## src/rtl/lic_pkg.sv

```systemverilog
`timescale 1ns / 1ps
// ----------------------------------------------------------------------------
// Laser interlock package
// Command codes, register indexes, field widths and reset values shared by
// the laser interlock controller.
// ----------------------------------------------------------------------------
package lic_pkg;

    localparam int CmdW   = 3;
    localparam int PowerW = 10;
    localparam int CountW = 16;
    localparam int CmpW   = 16;
    localparam int CfgIdxW  = 3;
    localparam int CfgDataW = 16;

    typedef enum logic [CmdW-1:0] {
        CMD_TICK    = 3'd0,
        CMD_ARM     = 3'd1,
        CMD_DISARM  = 3'd2,
        CMD_SEGMENT = 3'd3,
        CMD_POWER   = 3'd4
    } t_cmd;

    typedef enum logic [CfgIdxW-1:0] {
        CFG_BOOT_LOCKOUT = 3'd0,
        CFG_IDLE_DISARM  = 3'd1,
        CFG_POWER_MIN    = 3'd2,
        CFG_POWER_MAX    = 3'd3,
        CFG_ACTIVE_HIGH  = 3'd4,
        CFG_PWM_PERIOD   = 3'd5,
        CFG_OFF_COMPARE  = 3'd6,
        CFG_COMMISSIONED = 3'd7
    } t_cfg_idx;

    localparam logic [CountW-1:0] BOOT_LOCKOUT_RST = 16'd1000;
    localparam logic [CountW-1:0] IDLE_DISARM_RST  = 16'd5000;
    localparam logic [PowerW-1:0] POWER_MIN_RST    = 10'd0;
    localparam logic [PowerW-1:0] POWER_MAX_RST    = 10'd1000;
    localparam logic [CmpW-1:0]   PWM_PERIOD_RST   = 16'd1000;
    localparam logic [CmpW-1:0]   OFF_COMPARE_RST  = 16'd0;
    localparam logic [PowerW-1:0] DEFAULT_POWER    = 10'd500;
    localparam logic [CountW-1:0] COUNT_MAX        = '1;

    typedef struct packed {
        logic [CmdW-1:0]   command;
        logic              mark_request;
        logic              prep_request;
        logic              motion_idle;
        logic [PowerW-1:0] power_request;
    } t_cmd_beat;

endpackage

```

## src/rtl/laser_interlock_controller.sv

```systemverilog
`timescale 1ns / 1ps
// ----------------------------------------------------------------------------
// Laser interlock controller
// Safety interlock for a laser output: arm and disarm with boot lockout,
// segment relay and PWM control, power range check and idle auto-disarm.
// ----------------------------------------------------------------------------
//  Channel   Signals                           Direction
//  command   i_in_valid / o_in_ready + fields  in
//  result    o_out_valid / i_out_ready + flags out
//  config    i_cfg_we, i_cfg_index, i_cfg_data in (write only)
//
// One beat is taken every cycle unless the result stalls; a beat waits in the
// input register and its result is registered when it moves to the output.
// The state update is a single pass of flag and counter logic.
// Reset is synchronous and returns config registers, state and valid flags to their defaults.
// A stalled result holds the result register, and the input register
// keeps accepting until it also holds a waiting beat.
// ----------------------------------------------------------------------------
module laser_interlock_controller (
    input  logic                          i_clk,
    input  logic                          i_rst_n,
    input  logic                          i_in_valid,
    output logic                          o_in_ready,
    input  logic [lic_pkg::CmdW-1:0]      i_command,
    input  logic                          i_mark_request,
    input  logic                          i_prep_request,
    input  logic                          i_motion_idle,
    input  logic [lic_pkg::PowerW-1:0]    i_power_request,
    output logic                          o_out_valid,
    input  logic                          i_out_ready,
    output logic                          o_accepted,
    output logic                          o_relay_on,
    output logic                          o_pwm_running,
    output logic [lic_pkg::CmpW-1:0]      o_compare_value,
    output logic                          o_armed_flag,
    output logic                          o_boot_ready_flag,
    output logic                          o_task_started_flag,
    input  logic                          i_cfg_we,
    input  logic [lic_pkg::CfgIdxW-1:0]   i_cfg_index,
    input  logic [lic_pkg::CfgDataW-1:0]  i_cfg_data
);
    import lic_pkg::*;

    logic [CountW-1:0] r_boot_lockout;
    logic [CountW-1:0] r_idle_disarm;
    logic [PowerW-1:0] r_power_min;
    logic [PowerW-1:0] r_power_max;
    logic              r_active_high;
    logic [CmpW-1:0]   r_pwm_period;
    logic [CmpW-1:0]   r_off_compare;
    logic              r_commissioned;

    logic              r_in_valid;
    t_cmd_beat         r_in;

    logic              r_armed,   n_armed;
    logic              r_relay,   n_relay;
    logic              r_marking, n_marking;
    logic              r_task,    n_task;
    logic              r_boot_done, n_boot_done;
    logic [PowerW-1:0] r_power,   n_power;
    logic [CountW-1:0] r_idle_cnt, n_idle_cnt;
    logic [CountW-1:0] r_boot_cnt, n_boot_cnt;
    logic [CmpW-1:0]   r_compare, n_compare;
    logic              n_ok;

    logic              r_out_valid;
    logic              r_out_ok;

    logic              advance;
    logic [CmpW-1:0]   level_compare;
    logic [CmpW-1:0]   req_compare;

    assign advance    = r_in_valid && (!r_out_valid || i_out_ready);
    assign o_in_ready = !r_in_valid || advance;

    always_ff @(posedge i_clk) begin
        if (!i_rst_n) begin
            r_boot_lockout <= BOOT_LOCKOUT_RST;
            r_idle_disarm  <= IDLE_DISARM_RST;
            r_power_min    <= POWER_MIN_RST;
            r_power_max    <= POWER_MAX_RST;
            r_active_high  <= 1'b1;
            r_pwm_period   <= PWM_PERIOD_RST;
            r_off_compare  <= OFF_COMPARE_RST;
            r_commissioned <= 1'b0;
        end else if (i_cfg_we) begin
            unique case (t_cfg_idx'(i_cfg_index))
                CFG_BOOT_LOCKOUT: r_boot_lockout <= i_cfg_data;
                CFG_IDLE_DISARM:  r_idle_disarm  <= i_cfg_data;
                CFG_POWER_MIN:    r_power_min    <= i_cfg_data[PowerW-1:0];
                CFG_POWER_MAX:    r_power_max    <= i_cfg_data[PowerW-1:0];
                CFG_ACTIVE_HIGH:  r_active_high  <= i_cfg_data[0];
                CFG_PWM_PERIOD:   r_pwm_period   <= i_cfg_data;
                CFG_OFF_COMPARE:  r_off_compare  <= i_cfg_data;
                CFG_COMMISSIONED: r_commissioned <= i_cfg_data[0];
                default: ;
            endcase
        end
    end

    always_ff @(posedge i_clk) begin
        if (!i_rst_n) begin
            r_in_valid <= 1'b0;
        end else if (o_in_ready) begin
            r_in_valid <= i_in_valid;
        end
    end

    always_ff @(posedge i_clk) begin
        if (o_in_ready && i_in_valid) begin
            r_in.command       <= i_command;
            r_in.mark_request  <= i_mark_request;
            r_in.prep_request  <= i_prep_request;
            r_in.motion_idle   <= i_motion_idle;
            r_in.power_request <= i_power_request;
        end
    end

    assign level_compare = r_active_high ? CmpW'(r_power)
                                         : r_pwm_period - CmpW'(r_power);
    assign req_compare   = r_active_high ? CmpW'(r_in.power_request)
                                         : r_pwm_period - CmpW'(r_in.power_request);

    always_comb begin
        n_armed     = r_armed;
        n_relay     = r_relay;
        n_marking   = r_marking;
        n_task      = r_task;
        n_boot_done = r_boot_done;
        n_power     = r_power;
        n_idle_cnt  = r_idle_cnt;
        n_boot_cnt  = r_boot_cnt;
        n_compare   = r_compare;
        n_ok        = 1'b1;
        unique case (t_cmd'(r_in.command))
            CMD_TICK: begin
                if (!r_boot_done) begin
                    if (r_boot_cnt < r_boot_lockout) begin
                        n_boot_cnt = r_boot_cnt + 1'b1;
                    end
                    if (n_boot_cnt >= r_boot_lockout) begin
                        n_boot_done = 1'b1;
                    end
                end
                if (r_armed) begin
                    if (r_task && r_in.motion_idle) begin
                        if (r_idle_cnt != COUNT_MAX) begin
                            n_idle_cnt = r_idle_cnt + 1'b1;
                        end
                        if (n_idle_cnt >= r_idle_disarm) begin
                            n_compare  = r_off_compare;
                            n_marking  = 1'b0;
                            n_relay    = 1'b0;
                            n_armed    = 1'b0;
                            n_task     = 1'b0;
                            n_idle_cnt = '0;
                        end
                    end else begin
                        n_idle_cnt = '0;
                    end
                end
            end
            CMD_ARM: begin
                n_compare = r_off_compare;
                n_marking = 1'b0;
                n_relay   = 1'b0;
                n_task    = 1'b0;
                if (!r_commissioned || !r_boot_done) begin
                    n_armed = 1'b0;
                    n_ok    = 1'b0;
                end else begin
                    n_armed    = 1'b1;
                    n_idle_cnt = '0;
                end
            end
            CMD_DISARM: begin
                n_compare  = r_off_compare;
                n_marking  = 1'b0;
                n_relay    = 1'b0;
                n_armed    = 1'b0;
                n_task     = 1'b0;
                n_idle_cnt = '0;
            end
            CMD_SEGMENT: begin
                if (!r_armed) begin
                    n_compare = r_off_compare;
                    n_marking = 1'b0;
                    n_relay   = 1'b0;
                end else begin
                    n_task     = 1'b1;
                    n_idle_cnt = '0;
                    priority if (r_in.mark_request) begin
                        n_relay   = 1'b1;
                        n_compare = level_compare;
                        n_marking = 1'b1;
                    end else if (r_in.prep_request) begin
                        n_compare = r_off_compare;
                        n_marking = 1'b0;
                        n_relay   = 1'b1;
                    end else begin
                        n_compare = r_off_compare;
                        n_marking = 1'b0;
                        n_relay   = 1'b0;
                    end
                end
            end
            CMD_POWER: begin
                if (r_in.power_request < r_power_min
                        || r_in.power_request > r_power_max) begin
                    n_ok = 1'b0;
                end else begin
                    n_power = r_in.power_request;
                    if (r_marking) begin
                        n_compare = req_compare;
                    end
                end
            end
            default: ;
        endcase
    end

    always_ff @(posedge i_clk) begin
        if (!i_rst_n) begin
            r_armed     <= 1'b0;
            r_relay     <= 1'b0;
            r_marking   <= 1'b0;
            r_task      <= 1'b0;
            r_boot_done <= 1'b0;
            r_power     <= DEFAULT_POWER;
            r_idle_cnt  <= '0;
            r_boot_cnt  <= '0;
            r_compare   <= OFF_COMPARE_RST;
        end else if (advance) begin
            r_armed     <= n_armed;
            r_relay     <= n_relay;
            r_marking   <= n_marking;
            r_task      <= n_task;
            r_boot_done <= n_boot_done;
            r_power     <= n_power;
            r_idle_cnt  <= n_idle_cnt;
            r_boot_cnt  <= n_boot_cnt;
            r_compare   <= n_compare;
        end
    end

    always_ff @(posedge i_clk) begin
        if (!i_rst_n) begin
            r_out_valid <= 1'b0;
        end else if (advance) begin
            r_out_valid <= 1'b1;
        end else if (i_out_ready) begin
            r_out_valid <= 1'b0;
        end
    end

    always_ff @(posedge i_clk) begin
        if (advance) begin
            r_out_ok <= n_ok;
        end
    end

    assign o_out_valid         = r_out_valid;
    assign o_accepted          = r_out_ok;
    assign o_relay_on          = r_relay;
    assign o_pwm_running       = r_marking;
    assign o_compare_value     = r_compare;
    assign o_armed_flag        = r_armed;
    assign o_boot_ready_flag   = r_boot_done;
    assign o_task_started_flag = r_task;

    // Marking, the relay and a started task all require the armed state.
    a_marking_armed: assert property (@(posedge i_clk) disable iff (!i_rst_n)
        r_marking |-> r_armed)
        else $error("PWM marking while disarmed");

    a_relay_armed: assert property (@(posedge i_clk) disable iff (!i_rst_n)
        r_relay |-> r_armed)
        else $error("relay on while disarmed");

    a_task_armed: assert property (@(posedge i_clk) disable iff (!i_rst_n)
        r_task |-> r_armed)
        else $error("task started while disarmed");

    a_arm_after_boot: assert property (@(posedge i_clk) disable iff (!i_rst_n)
        $rose(r_armed) |-> r_boot_done)
        else $error("armed before boot lockout elapsed");

endmodule
```

## config.mk

```make
export PLATFORM = sky130hd
export DESIGN_NAME = laser_interlock_controller
export DESIGN_NICKNAME = d
export VERILOG_FILES = /design/src/rtl/lic_pkg.sv /design/src/rtl/laser_interlock_controller.sv
export SDC_FILE = /design/constraint.sdc
export NUM_CORES = 1
export LEC_CHECK = 0
export ABC_AREA = 1
export BUFFER_PORTS_ARGS = -buffer_cell sky130_fd_sc_hd__buf_2
export CELL_PAD_IN_SITES_DETAIL_PLACEMENT = 2
export CELL_PAD_IN_SITES_GLOBAL_PLACEMENT = 2
export CORE_ASPECT_RATIO = 0.5
export CORE_UTILIZATION = 35
export DETAILED_ROUTE_END_ITERATION = 10
export GPL_TIMING_DRIVEN = 0
export PLACE_DENSITY = 0.87
export REMOVE_ABC_BUFFERS = 1
export SYNTH_ARGS = -nofsm -noshare
export SYNTH_HDL_FRONTEND = slang
export SYNTH_SLANG_ARGS = --single-unit
```

## constraint.sdc

```tcl
create_clock -name i_clk -period 3.3 [get_ports i_clk]
set_input_delay 0.33 -clock i_clk [delete_from_list [all_inputs] [get_ports i_clk]]
set_output_delay 0.33 -clock i_clk [all_outputs]
set_load 0.01 [all_outputs]
```

==> run_results.csv, run 1 <==
group,metric,value,unit
timing,fin_ws,-0.542,ns
logic_synthesis,synthAdderAreaFrac,0.107,
clocking,cts_sinks,168,
worst_hold_path,hp-class,"in -> reg",
floorplan,rows,44,
worst_setup_path,path_max_fanout,5,
worst_setup_path,ff2ff_path_depth,19,
global_route,grt_first_pass_wirelength,88500,µm
run_status,status,"finished, violations left",
flow_run,maxCapViolCount,1,
power_and_ir_drop,ir_drop,0.445,mV
timing,fin_skew,0.0244,ns
routing,via_count,13200,
routing,drt_first_pass_iters,8,
global_route,grt.overflow.total,0,
timing,final_max_slew_viol_count,0,
worst_setup_path,r2r_end,"o_relay_on$_SDFFE_PN0P_",
routing,via_per_inst,6.47,
logic_synthesis,ys_seq_area_frac,0.332,
placement,io_buffers,63,
clocking,ctsHtreeMaxLevel,4,
floorplan,start_util,0.361,
timing,relSlewSlack,0.0152,
worst_hold_path,min_from,"i_command[2]",
floorplan,core_region_area,29500,µm²
global_route,grt_start_max_net_pins,79,
logic_synthesis,synth_top_family_by_area,"simple AND/OR/NAND/NOR gates",
floorplan,io_pins,64,
worst_setup_path,r2r-start,"r_idle_cnt[11]$_SDFFE_PN0P_",
timing,setup_viol,36,
clocking,cts_buffers,17,
routing,drt_wl_total,67300,µm
logic_synthesis,synth_seq_cells,168,
placement,pre_cts_ws,-0.574,ns
worst_setup_path,worstPathRequired,3.74,ns
worst_setup_path,reg2reg_slack,-0.54,ns
placement,dpl.hpwl,30900,µm
timing,fmaxAchievable,260,MHz
logic_synthesis,synth_xor_area_frac,0.0229,
timing,period_share,1.16,
timing,rsz0062_at_grt,"true",
power_and_ir_drop,power.density,448,nW/µm²
layout,nets,1759,
clocking,clk_pin_slew,0.09,ns
timing,tightestPinTransition,1.47,ns
worst_hold_path,min_path_cells,1,
clocking,clockRootBuffer,"clkbuf_16",
logic_synthesis,syn_avg_cell_area,6.86,µm²
logic_synthesis,syn_area,10600,µm²
routing,wl_per_cell,33.1,µm
timing,fin_hold_ws,-0.0150,ns
floorplan,die_w,249,µm
floorplan,die_h,125,µm
timing,fin_setup_tns,-6.96,ns
logic_synthesis,syn_inst,1553,
placement,gp_congestion,0.912,
logic_synthesis,ys_warn_count,0,
worst_setup_path,worstSetupEndpointType,"flop",
worst_setup_path,critPathKind,"reg -> reg",
worst_hold_path,holdPathEnd,"r_in[15]$_DFFE_PP_",
routing,final_antenna_net_count,0,
worst_setup_path,worst_setup_path_start_kind,"flop",
global_route,grt_pass1_vias,13900,
timing,hold_violations,2,
logic_synthesis,synth_compound_area_frac,0.170,
clocking,cts_max_path_buffers,2,
clocking,clock_latency,0.52,ns
global_route,antenna_found_initial,6,
worst_setup_path,cp.arrival,4.28,ns
global_route,grt_usage,0.377,
logic_synthesis,synthMuxAreaShare,0,
run_status,violations,"negative hold slack, max-capacitance violations, negative setup slack",
timing,period_needed,3.84,ns
routing,dr.first_iter.drc_count,1398,
power_and_ir_drop,power.leakage,6.02,nW
layout,drive_above_1_share,0.166,
logic_synthesis,synth_cell_types,48,
floorplan,die_area,31200,µm²
logic_synthesis,synth-simple-area-share,0.272,
layout,area_delta_synth_final,19.8,%
clocking,cts_tree,"yes",
routing,drcViolationCount,0,
==> Yosys cell counts, drive strengths merged <==
cell type	n	area share
edfxtp	17	0.048
inv	209	0.074
o21a	3	0.0021
and2	3	0.0018
a311o	1	0.00094
ha	88	0.10
o22ai	1	0.00059
o21ai	121	0.057
nand2	360	0.13
nor3	17	0.011
a22oi	10	0.0071
nor4	5	0.0035
dfxtp	151	0.28
nor2	162	0.062
nand4	13	0.0082
xnor2	3	0.0025
nand3b	5	0.0035
a221oi	3	0.0025
fa	2	0.0038
a31oi	1	0.00059
a21oi	152	0.073
clkinv	2	0.00071
clkbuf	39	0.016
xor2	24	0.020
a21boi	2	0.0014
buf	10	0.0061
o211ai	27	0.019
nand3	111	0.052
o21bai	5	0.0035
a21o	4	0.0028
and3	1	0.00059
or2	1	0.00059
==> registers in the layout, indices dropped and copies added (netlist names), 10 cells and up <==
name	flops
r_idle_cnt	16
r_power_max	10
r_pwm_period	16
r_power	10
r_boot_lockout	16
o_compare_value	16
r_power_min	10
r_boot_cnt	16
r_in	16
r_off_compare	16
r_idle_disarm	16
==> worst max-delay path, stage by stage (launching register included) <==
cell	delay (ns)
dfxtp_1	0.47
nand2_1	0.18
inv_1	0.18
nand4_2	0.16
nor2_4	0.19
inv_2	0.10
nand2_2	0.12
xor2_4	0.21
ha_4	0.24
nand2_1	0.08
inv_1	0.05
o21bai_1	0.17
nand2_1	0.12
a21oi_2	0.20
nand4_1	0.16
nand2_4	0.16
clkinvlp_4	0.18
nand3_1	0.20
nand2_1	0.32
nor2_1	0.26
==> through the flow <==
step / std cells / utilization / power [mW] / instance area [µm²] / hold slack [ns]
2_1_floorplan: 1504 / - / 2.67 / 10400 / 0.415
3_3_place_gp: 1958 / 0.381 / 2.92 / 11200 / 0.451
3_5_place_dp: 1959 / 0.382 / 3.00 / 11200 / 0.463
4_1_cts: 2020 / 0.417 / 5.39 / 12300 / 0.0188
5_1_grt: 2033 / 0.433 / 5.77 / 12700 / -0.0227
6_report: 2035 / 0.433 / 5.71 / 12800 / -0.0150
==> cell usage in the layout (no fill, tap or decap), drive strengths merged, types with 3 or more instances in the layout <==
cell,instances
a21o,4
a21oi,152
a221oi,3
a22oi,10
and2,3
buf,102
bufinv,4
clkbuf,19
clkinv,5
clkinvlp,4
dfxtp,151
edfxtp,17
ha,88
inv,212
nand2,360
nand3,111
nand3b,5
nand4,14
nor2,163
nor3,17
nor4,5
o211ai,27
o21a,3
o21ai,121
o21bai,5
xnor2,3
xor2,24
==> worst max path at each step <==
| stage | startpoint | to | slack (ns) | cells after the start |
|---|---|---|---|---|
| final | r_idle_cnt[11]$_SDFFE_PN0P_ | o_relay_on$_SDFFE_PN0P_ | -0.54 | 19 |
| after floorplan | r_idle_cnt[0]$_SDFFE_PN0P_ | o_compare_value[10]$_SDFFE_PN0P_ | 0.45 | 18 |
| after global routing | r_idle_cnt[11]$_SDFFE_PN0P_ | o_relay_on$_SDFFE_PN0P_ | -0.67 | 19 |
| after global placement | i_rst_n | r_active_high$_SDFFE_PN1P_ | -0.53 | 3 |
| after detailed placement | r_idle_cnt[1]$_SDFFE_PN0P_ | o_compare_value[15]$_SDFFE_PN0P_ | -0.57 | 17 |
| after CTS | r_idle_cnt[1]$_SDFFE_PN0P_ | o_compare_value[1]$_SDFFE_PN0P_ | 0.001 | 19 |
==> per-layer routing <==
layer,track usage,up-vias,wire length (µm)
met5,0,-,40
met4,0.261,6,5520
met3,0.0743,410,5810
met2,0.650,959,30700
met1,0.425,6530,25200
li1,-,5258,-
==> repair_timing <==
| item | in CTS | in global routing |
|---|---|---|
| hold endpoints to repair | 0 | 1 |
| endpoints found under the setup margin | 37 | 43 |
| gates resized for setup | 47 | 102 |
| hold buffers | 0 | 1 |
| cloned | 1 | 2 |
| pin swaps | 18 | 39 |
| buffers inserted | 28 | 10 |
==> layout make-up <==
type	count	area, µm²
well taps	391	489
inverters	211	803
multi-input cells	1127	6550
clock buffers	19	443
repair buffers	103	703
repair inverters	1	6.26
fillers	3453	16700
diodes	2	5.00
flip-flops and latches	168	3560
clock inverters	13	194
==> power breakdown <==
group / internal [mW] / switching, mW
sequential: 2.13 / 0.0834
combinational: 0.283 / 0.756
clock: 1.30 / 1.16
total: 3.71 / 2.00
==> logic make-up after synthesis <==
group / count (synthesis)
compound gates: 330
fa+ha+maj: 90
buf+inv: 260
flops: 168
xor+xnor: 27
simple gates: 678
(Power assumes the default switching activity.)
==> inputs of run 2 (changes only) <==
--- a/config.mk
+++ b/config.mk
@@ -9,12 +9,13 @@
 export BUFFER_PORTS_ARGS = -buffer_cell sky130_fd_sc_hd__buf_2
 export CELL_PAD_IN_SITES_DETAIL_PLACEMENT = 2
 export CELL_PAD_IN_SITES_GLOBAL_PLACEMENT = 2
-export CORE_ASPECT_RATIO = 0.5
+export CORE_ASPECT_RATIO = 1.5
 export CORE_UTILIZATION = 35
 export DETAILED_ROUTE_END_ITERATION = 10
 export GPL_TIMING_DRIVEN = 0
 export PLACE_DENSITY = 0.87
 export REMOVE_ABC_BUFFERS = 1
+export SLEW_MARGIN = 20
 export SYNTH_ARGS = -nofsm -noshare
 export SYNTH_HDL_FRONTEND = slang
 export SYNTH_SLANG_ARGS = --single-unit
==> run 2 against run 1 <==
The flow finishes with violations (negative setup slack). Die area about the same. Worst setup slack better by 0.078 ns. Fmax up 2.1%. First-iteration DRC count decreased by 44%. Flip-flop and latch count unchanged. Total power fell by 6.9%. Global-route usage down 5.4 points. Critical path depth grew 2. Register-to-register slack improved by 0.08 ns. Final area fell by 0.33%. Hold slack improved by 0.036 ns. Clock skew fell by 0.0067 ns. Critical endpoint unchanged. Highest routed layer is now met4.
==> run_results.csv, run 2 (synthesized netlist as in run 1, its figures left out) <==
group,metric,value,unit
power_and_ir_drop,power.density,418,nW/µm²
clocking,clock_latency,0.48,ns
clocking,clockRootBuffer,"clkbuf_16",
worst_setup_path,ff2ff_path_depth,21,
clocking,cts_max_path_buffers,2,
layout,n_fill_cell,3545,
global_route,grt_first_pass_wirelength,74700,µm
global_route,grt_start_max_net_pins,93,
clocking,clk_pin_slew,0.08,ns
worst_setup_path,timing.critical_path.mode_cell,"nand2_1",
power_and_ir_drop,power_frac_comb,0.184,
timing,fin_skew,0.0177,ns
timing,period_needed,3.76,ns
worst_setup_path,crit_end,"o_relay_on$_SDFFE_PN0P_",
worst_setup_path,crit_path_max_incr_delay,0.48,ns
worst_setup_path,critPathBufInv,6,
worst_setup_path,critPathKind,"reg -> reg",
timing,hold_violations,0,
placement,pre_cts_ws,-0.479,ns
floorplan,die_w,144,µm
placement,dpl.hpwl,30300,µm
worst_setup_path,critical_path_depth,21,
global_route,antenna_found_initial,0,
routing,wl_met1,20100,µm
layout,finalNonFillerCells,2035,
worst_setup_path,worst_setup_path_start_kind,"flop",
timing,fmaxAchievable,266,MHz
timing,fin_ws,-0.463,ns
clocking,cts_buffers,17,
timing,tightestPinTransition,1.22,ns
floorplan,rows,77,
worst_setup_path,reg2reg_slack,-0.46,ns
timing,rsz0062_at_grt,"true",
worst_hold_path,hp-class,"in -> reg",
power_and_ir_drop,p_int,3.56,mW
run_status,violations,"negative setup slack",
routing,dr.first_iter.drc_count,785,
layout,final_cell_mix,"336 x nand2_1, 193 x inv_1, 144 x nor2_1",
layout,area_delta_synth_final,19.4,%
layout,multi_input_comb_area,6510,µm²
routing,drcViolationCount,0,
power_and_ir_drop,p_clk_frac,0.401,
global_route,grt.overflow.total,0,
timing,setup_viol,36,
routing,via_count,12200,
timing,final_max_slew_viol_count,0,
routing,drt_first_pass_iters,5,
worst_setup_path,r2r-start,"r_idle_cnt[13]$_SDFFE_PN0P_",
clocking,ctsHtreeMaxLevel,4,
worst_setup_path,crit_path_start,"r_idle_cnt[13]$_SDFFE_PN0P_",
routing,wl_met3,2840,µm
clocking,ctsHoldBuffers,0,
layout,seqCellArea,3560,µm²
routing,drt_wl_total,57000,µm
worst_setup_path,r2r_end,"o_relay_on$_SDFFE_PN0P_",
worst_setup_path,worstSetupEndpointType,"flop",
layout,final_common_cell,"nand2_1",
layout,drive_above_1_share,0.153,
placement,io_buffers,63,
worst_setup_path,path_max_fanout,4,
timing,period_share,1.14,
routing,met2_length,28600,µm
run_status,status,"finished, violations left",
worst_setup_path,cp.arrival,4.16,ns
worst_setup_path,worstPathRequired,3.70,ns
global_route,grt_pass1_vias,13000,
floorplan,start_util,0.359,
clocking,cts_sinks,168,
floorplan,die_area,31100,µm²
power_and_ir_drop,ir_drop,0.379,mV
routing,maxUsedRoutingLayer,"met4",
layout,n_antenna_cell,0,
timing,fin_setup_tns,-8.63,ns
worst_setup_path,critical_path.cell_chain,"nand2_1 > nor2_1 > inv_1 > nor2_4 > inv_4 > nand2_4 > xor2_4 > ha_4 > nand2_2 > inv_2 > o21bai_1 > nand2_1 > a21oi_2 > nand4_1 > nand2_2 > buf_12 > clkinvlp_4 > buf_4 > nand3_1 > nand2_1 > nor2_1",
layout,stdcell_area,12700,µm²
worst_setup_path,cpLargestDelayFamily,"simple AND/OR/NAND/NOR gates",
routing,via_per_inst,5.99,
timing,fin_hold_ws,0.0215,ns
floorplan,core_region_area,29700,µm²
floorplan,io_pins,64,
routing,final_antenna_net_count,0,
routing,wl_per_cell,28.0,µm
power_and_ir_drop,p_switching,1.76,mW
flow_run,maxCapViolCount,0,
layout,nets,1757,
clocking,cts_tree,"yes",
power_and_ir_drop,power.leakage,6.04,nW
placement,gp_congestion,0.912,
power_and_ir_drop,p_sw_frac,0.331,
worst_setup_path,cp_slowest_cell,"dfxtp_1",
placement,postPlaceCellArea,11300,µm²
timing,relSlewSlack,0.185,
power_and_ir_drop,p_seq_frac,0.414,
placement,dp_cells,1963,
global_route,grt_usage,0.323,
floorplan,die_h,216,µm
run 2: cell types whose count changed in the layout (fill, tap and decap cells not counted), moves of 9 or more:
cell / before / now
nor2_1: 134 / 144
o21ai_2: 11 / 2
o21ai_1: 4 / 14
buf_4: 30 / 21
nand2_1: 327 / 336
run 2: power groups by stage:
stage / clock [mW] / sequential [mW] / combinational [mW]
2_1_floorplan: 0 / 2.22 / 0.456
3_3_place_gp: 0 / 2.23 / 0.699
3_5_place_dp: 0 / 2.24 / 0.752
4_1_cts: 2.11 / 2.19 / 0.820
5_1_grt: 2.20 / 2.21 / 1.04
6_report: 2.13 / 2.20 / 0.981
run 2: layout make-up:
class                      instances  share of cell area
inverter                         211              0.0630
sequential                       168               0.280
timing repair buffer             102              0.0603
clock buffer                      22              0.0382
tap                              395              0.0389
clock inverter                    10             0.00728
multi-input combinational       1127               0.512
run 2: repair_timing:
item                       in CTS  in global routing
setup endpoints to repair      35                 37
pin swaps                      12                 45
gates cloned                    1                  2
gates resized for setup        28                 97
setup buffers                  22                 15
run 2: worst min-delay path by stage:
stage	from	end	slack, ns	cells past startpoint
after global routing	i_motion_idle	r_in[10]$_DFFE_PP_	0.02	1
after floorplan	i_rst_n	r_pwm_period[3]$_SDFFE_PN1P_	0.41	1
after detailed placement	r_power_min[4]$_SDFFE_PN0P_	r_power_min[4]$_SDFFE_PN0P_	0.46	2
after global placement	r_idle_disarm[15]$_SDFFE_PN0P_	r_idle_disarm[15]$_SDFFE_PN0P_	0.45	2
final	i_motion_idle	r_in[10]$_DFFE_PP_	0.02	1
after CTS	i_power_request[5]	r_in[5]$_DFFE_PP_	0.02	1
run 2: per-stage QoR:
stage / util / power [mW]
after floorplan: - / 2.67
after CTS: 0.410 / 5.12
final: 0.428 / 5.32
after global routing: 0.428 / 5.45
after detailed placement: 0.379 / 2.99
after global placement: 0.378 / 2.93
run 2: worst reg2reg max path, stage by stage (launching register included):
cell and delay, ns:
dfxtp_1 0.48, nand2_1 0.23, nor2_1 0.21, inv_1 0.10, nor2_4 0.23, inv_4 0.09
nand2_4 0.09, xor2_4 0.24, ha_4 0.26, nand2_2 0.09, inv_2 0.04, o21bai_1 0.20
nand2_1 0.15, a21oi_2 0.23, nand4_1 0.14, nand2_2 0.17, buf_12 0.14, clkinvlp_4 0.11
buf_4 0.14, nand3_1 0.06, nand2_1 0.10, nor2_1 0.19
run 2: routing by layer:
| metal | up-vias | track usage |
|---|---|---|
| li1 | 5274 | - |
| met1 | 6064 | 0.319 |
| met2 | 538 | 0.585 |
| met3 | 305 | 0.0552 |
| met4 | 0 | 0.253 |
| met5 | - | 0 |
==> inputs of run 3 (changes only) <==
--- a/config.mk
+++ b/config.mk
@@ -12,7 +12,6 @@
 export CORE_ASPECT_RATIO = 1.5
 export CORE_UTILIZATION = 35
 export DETAILED_ROUTE_END_ITERATION = 10
-export GPL_TIMING_DRIVEN = 0
 export PLACE_DENSITY = 0.87
 export REMOVE_ABC_BUFFERS = 1
 export SLEW_MARGIN = 20
==> run 3 against run 2 <==
The run still ends with negative setup slack left. Worst setup slack gained 0.14 ns. Combinational power down 2.5%. Final cell count is 0.79% higher. Hold slack worse by 0.0088 ns. Flip-flop and latch count unchanged. Clock skew is 0.013 ns higher. Routed wire length rose by 3.0%. Global-route usage rose by 1.9 points.
==> run_results.csv, run 3 (synthesized netlist as in run 1, its figures left out) <==
group,metric,value,unit
routing,drt_first_pass_iters,6,
run_status,status,"finished, violations left",
floorplan,die_w,144,µm
routing,drcViolationCount,0,
timing,relSlewSlack,0.307,
worst_setup_path,worst_setup_path_start_kind,"flop",
floorplan,die_h,216,µm
clocking,clockRootBuffer,"clkbuf_16",
worst_setup_path,timing.critical_path.mode_cell,"a21oi_1",
placement,dp_cells,1984,
floorplan,start_util,0.359,
timing,period_needed,3.62,ns
clocking,clock_latency,0.49,ns
global_route,grt_first_pass_wirelength,78900,µm
power_and_ir_drop,power.density,415,nW/µm²
worst_setup_path,worstSetupEndpointType,"flop",
flow_run,maxCapViolCount,0,
worst_setup_path,worstPathRequired,3.61,ns
clocking,cts_max_path_buffers,2,
layout,area_delta_synth_final,20.1,%
global_route,grt_pass1_vias,13300,
routing,via_count,12300,
timing,rsz0062_at_grt,"true",
layout,final_cell_mix,"331 x nand2_1, 197 x inv_1, 144 x nor2_1",
clocking,cts_sinks,168,
power_and_ir_drop,ir_drop,0.334,mV
timing,fmaxAchievable,276,MHz
floorplan,core_region_area,29700,µm²
routing,wl_per_cell,28.6,µm
run_status,violations,"negative setup slack",
clocking,cts_tree,"yes",
global_route,antenna_found_initial,4,
floorplan,io_pins,64,
worst_setup_path,cp.arrival,3.94,ns
timing,tightestPinTransition,1.04,ns
placement,pre_cts_ws,-0.252,ns
timing,period_share,1.10,
placement,dpl.hpwl,32400,µm
routing,drt_wl_total,58700,µm
power_and_ir_drop,power.leakage,6.09,nW
global_route,grt_start_max_net_pins,54,
routing,final_antenna_net_count,0,
layout,drive_above_1_share,0.160,
placement,gp_congestion,0.875,
timing,hold_violations,0,
routing,dr.first_iter.drc_count,719,
worst_setup_path,crit_path_max_incr_delay,0.36,ns
timing,fin_ws,-0.324,ns
timing,setup_viol,36,
clocking,clk_pin_slew,0.08,ns
worst_setup_path,cp_slowest_cell,"dfxtp_1",
worst_hold_path,hp-class,"in -> reg",
worst_setup_path,critical_path.cell_chain,"inv_1 > ha_1 > a21oi_1 > o21ai_1 > a21oi_4 > buf_2 > nand3_1 > nand2_1 > inv_1 > ha_1 > a21oi_1 > o21ai_0 > a21oi_1 > nand3_1 > nand2_1 > a21oi_1",
routing,via_per_inst,6.01,
layout,nets,1770,
worst_setup_path,path_max_fanout,7,
global_route,grt.overflow.total,0,
timing,fin_skew,0.0302,ns
floorplan,rows,77,
layout,finalNonFillerCells,2051,
clocking,cts_buffers,17,
clocking,ctsHtreeMaxLevel,4,
timing,final_max_slew_viol_count,0,
layout,final_common_cell,"nand2_1",
floorplan,die_area,31100,µm²
global_route,grt_usage,0.342,
worst_setup_path,critPathKind,"reg -> reg",
placement,io_buffers,63,
-- run 3: cell types whose count changed in the layout (fill, tap and decap cells not counted), sizes merged --
cell / change
nor2: -1
diode: +3
inv: +6
clkinvlp: -2
clkbuf: -4
buf: +14
-- run 3: where the power goes --
part | leakage (nW) | internal, mW | switching, mW | total [mW]
logic | 4.41 | 0.283 | 0.673 | 0.956
registers | 1.40 | 2.13 | 0.0704 | 2.20
clock network | 0.279 | 1.06 | 1.09 | 2.15
-- run 3: final timing paths --
path                                                      start                              to  slack [ns]  cells after the start
worst min-delay path                               i_command[2]              r_in[15]$_DFFE_PP_        0.01                      1
worst max-delay path            r_boot_lockout[13]$_SDFFE_PN0P_  o_boot_ready_flag$_SDFFE_PN0P_       -0.32                     16
worst min register to register      r_power_min[7]$_SDFFE_PN0P_     r_power_min[7]$_SDFFE_PN0P_        0.47                      2
worst max register to register  r_boot_lockout[13]$_SDFFE_PN0P_  o_boot_ready_flag$_SDFFE_PN0P_       -0.32                     16
-- run 3: worst max-delay path, delay by kind of cell (launching register included) --
| family | cells | cell delay [ns] |
|---|---|---|
| DFF | 1 | 0.36 |
| adders and majority gates | 2 | 0.66 |
| buffers and inverters | 3 | 0.45 |
| AOI/OAI and AO/OA | 7 | 1.43 |
| and+or+nand+nor | 4 | 0.53 |
-- run 3: area by class of cell --
class / count / area, µm²
Multi-Input combinational cell: 1126 / 6550
Antenna cell: 3 / 7.51
Sequential cell: 168 / 3550
Timing Repair Buffer: 116 / 820
Fill cell: 3525 / 16900
Tap cell: 395 / 494
Inverter: 211 / 795
Clock buffer: 18 / 429
Clock inverter: 14 / 139
-- run 3: timing repair --
item	in CTS	in global routing
gates cloned	1	3
endpoints found under the setup margin	36	37
gates resized for setup	37	83
endpoints found under the hold margin	0	0
hold buffers	0	0
setup buffers	20	10
pin swaps	20	30
-- run 3: metal layers --
metal  track usage  part of all wire  vias up
met4         0.277              0.10        0
met3        0.0650             0.054      340
met5             0                 0        -
met1         0.340              0.34     6086
met2         0.609              0.50      640
li1              -                 -     5266
-- run 3: per-stage QoR --
step	instance area, µm²	total power, mW	setup TNS, ns	utilization	hold slack (ns)
after floorplan	10400	2.67	0	-	0.415
after global placement	11400	2.95	0	0.384	0.447
after detailed placement	11400	3.01	-5.19	0.384	0.456
after CTS	12300	5.11	-0.00195	0.415	0.0135
after global routing	12800	5.43	-9.09	0.431	0.00192
final	12800	5.31	-5.02	0.431	0.0127
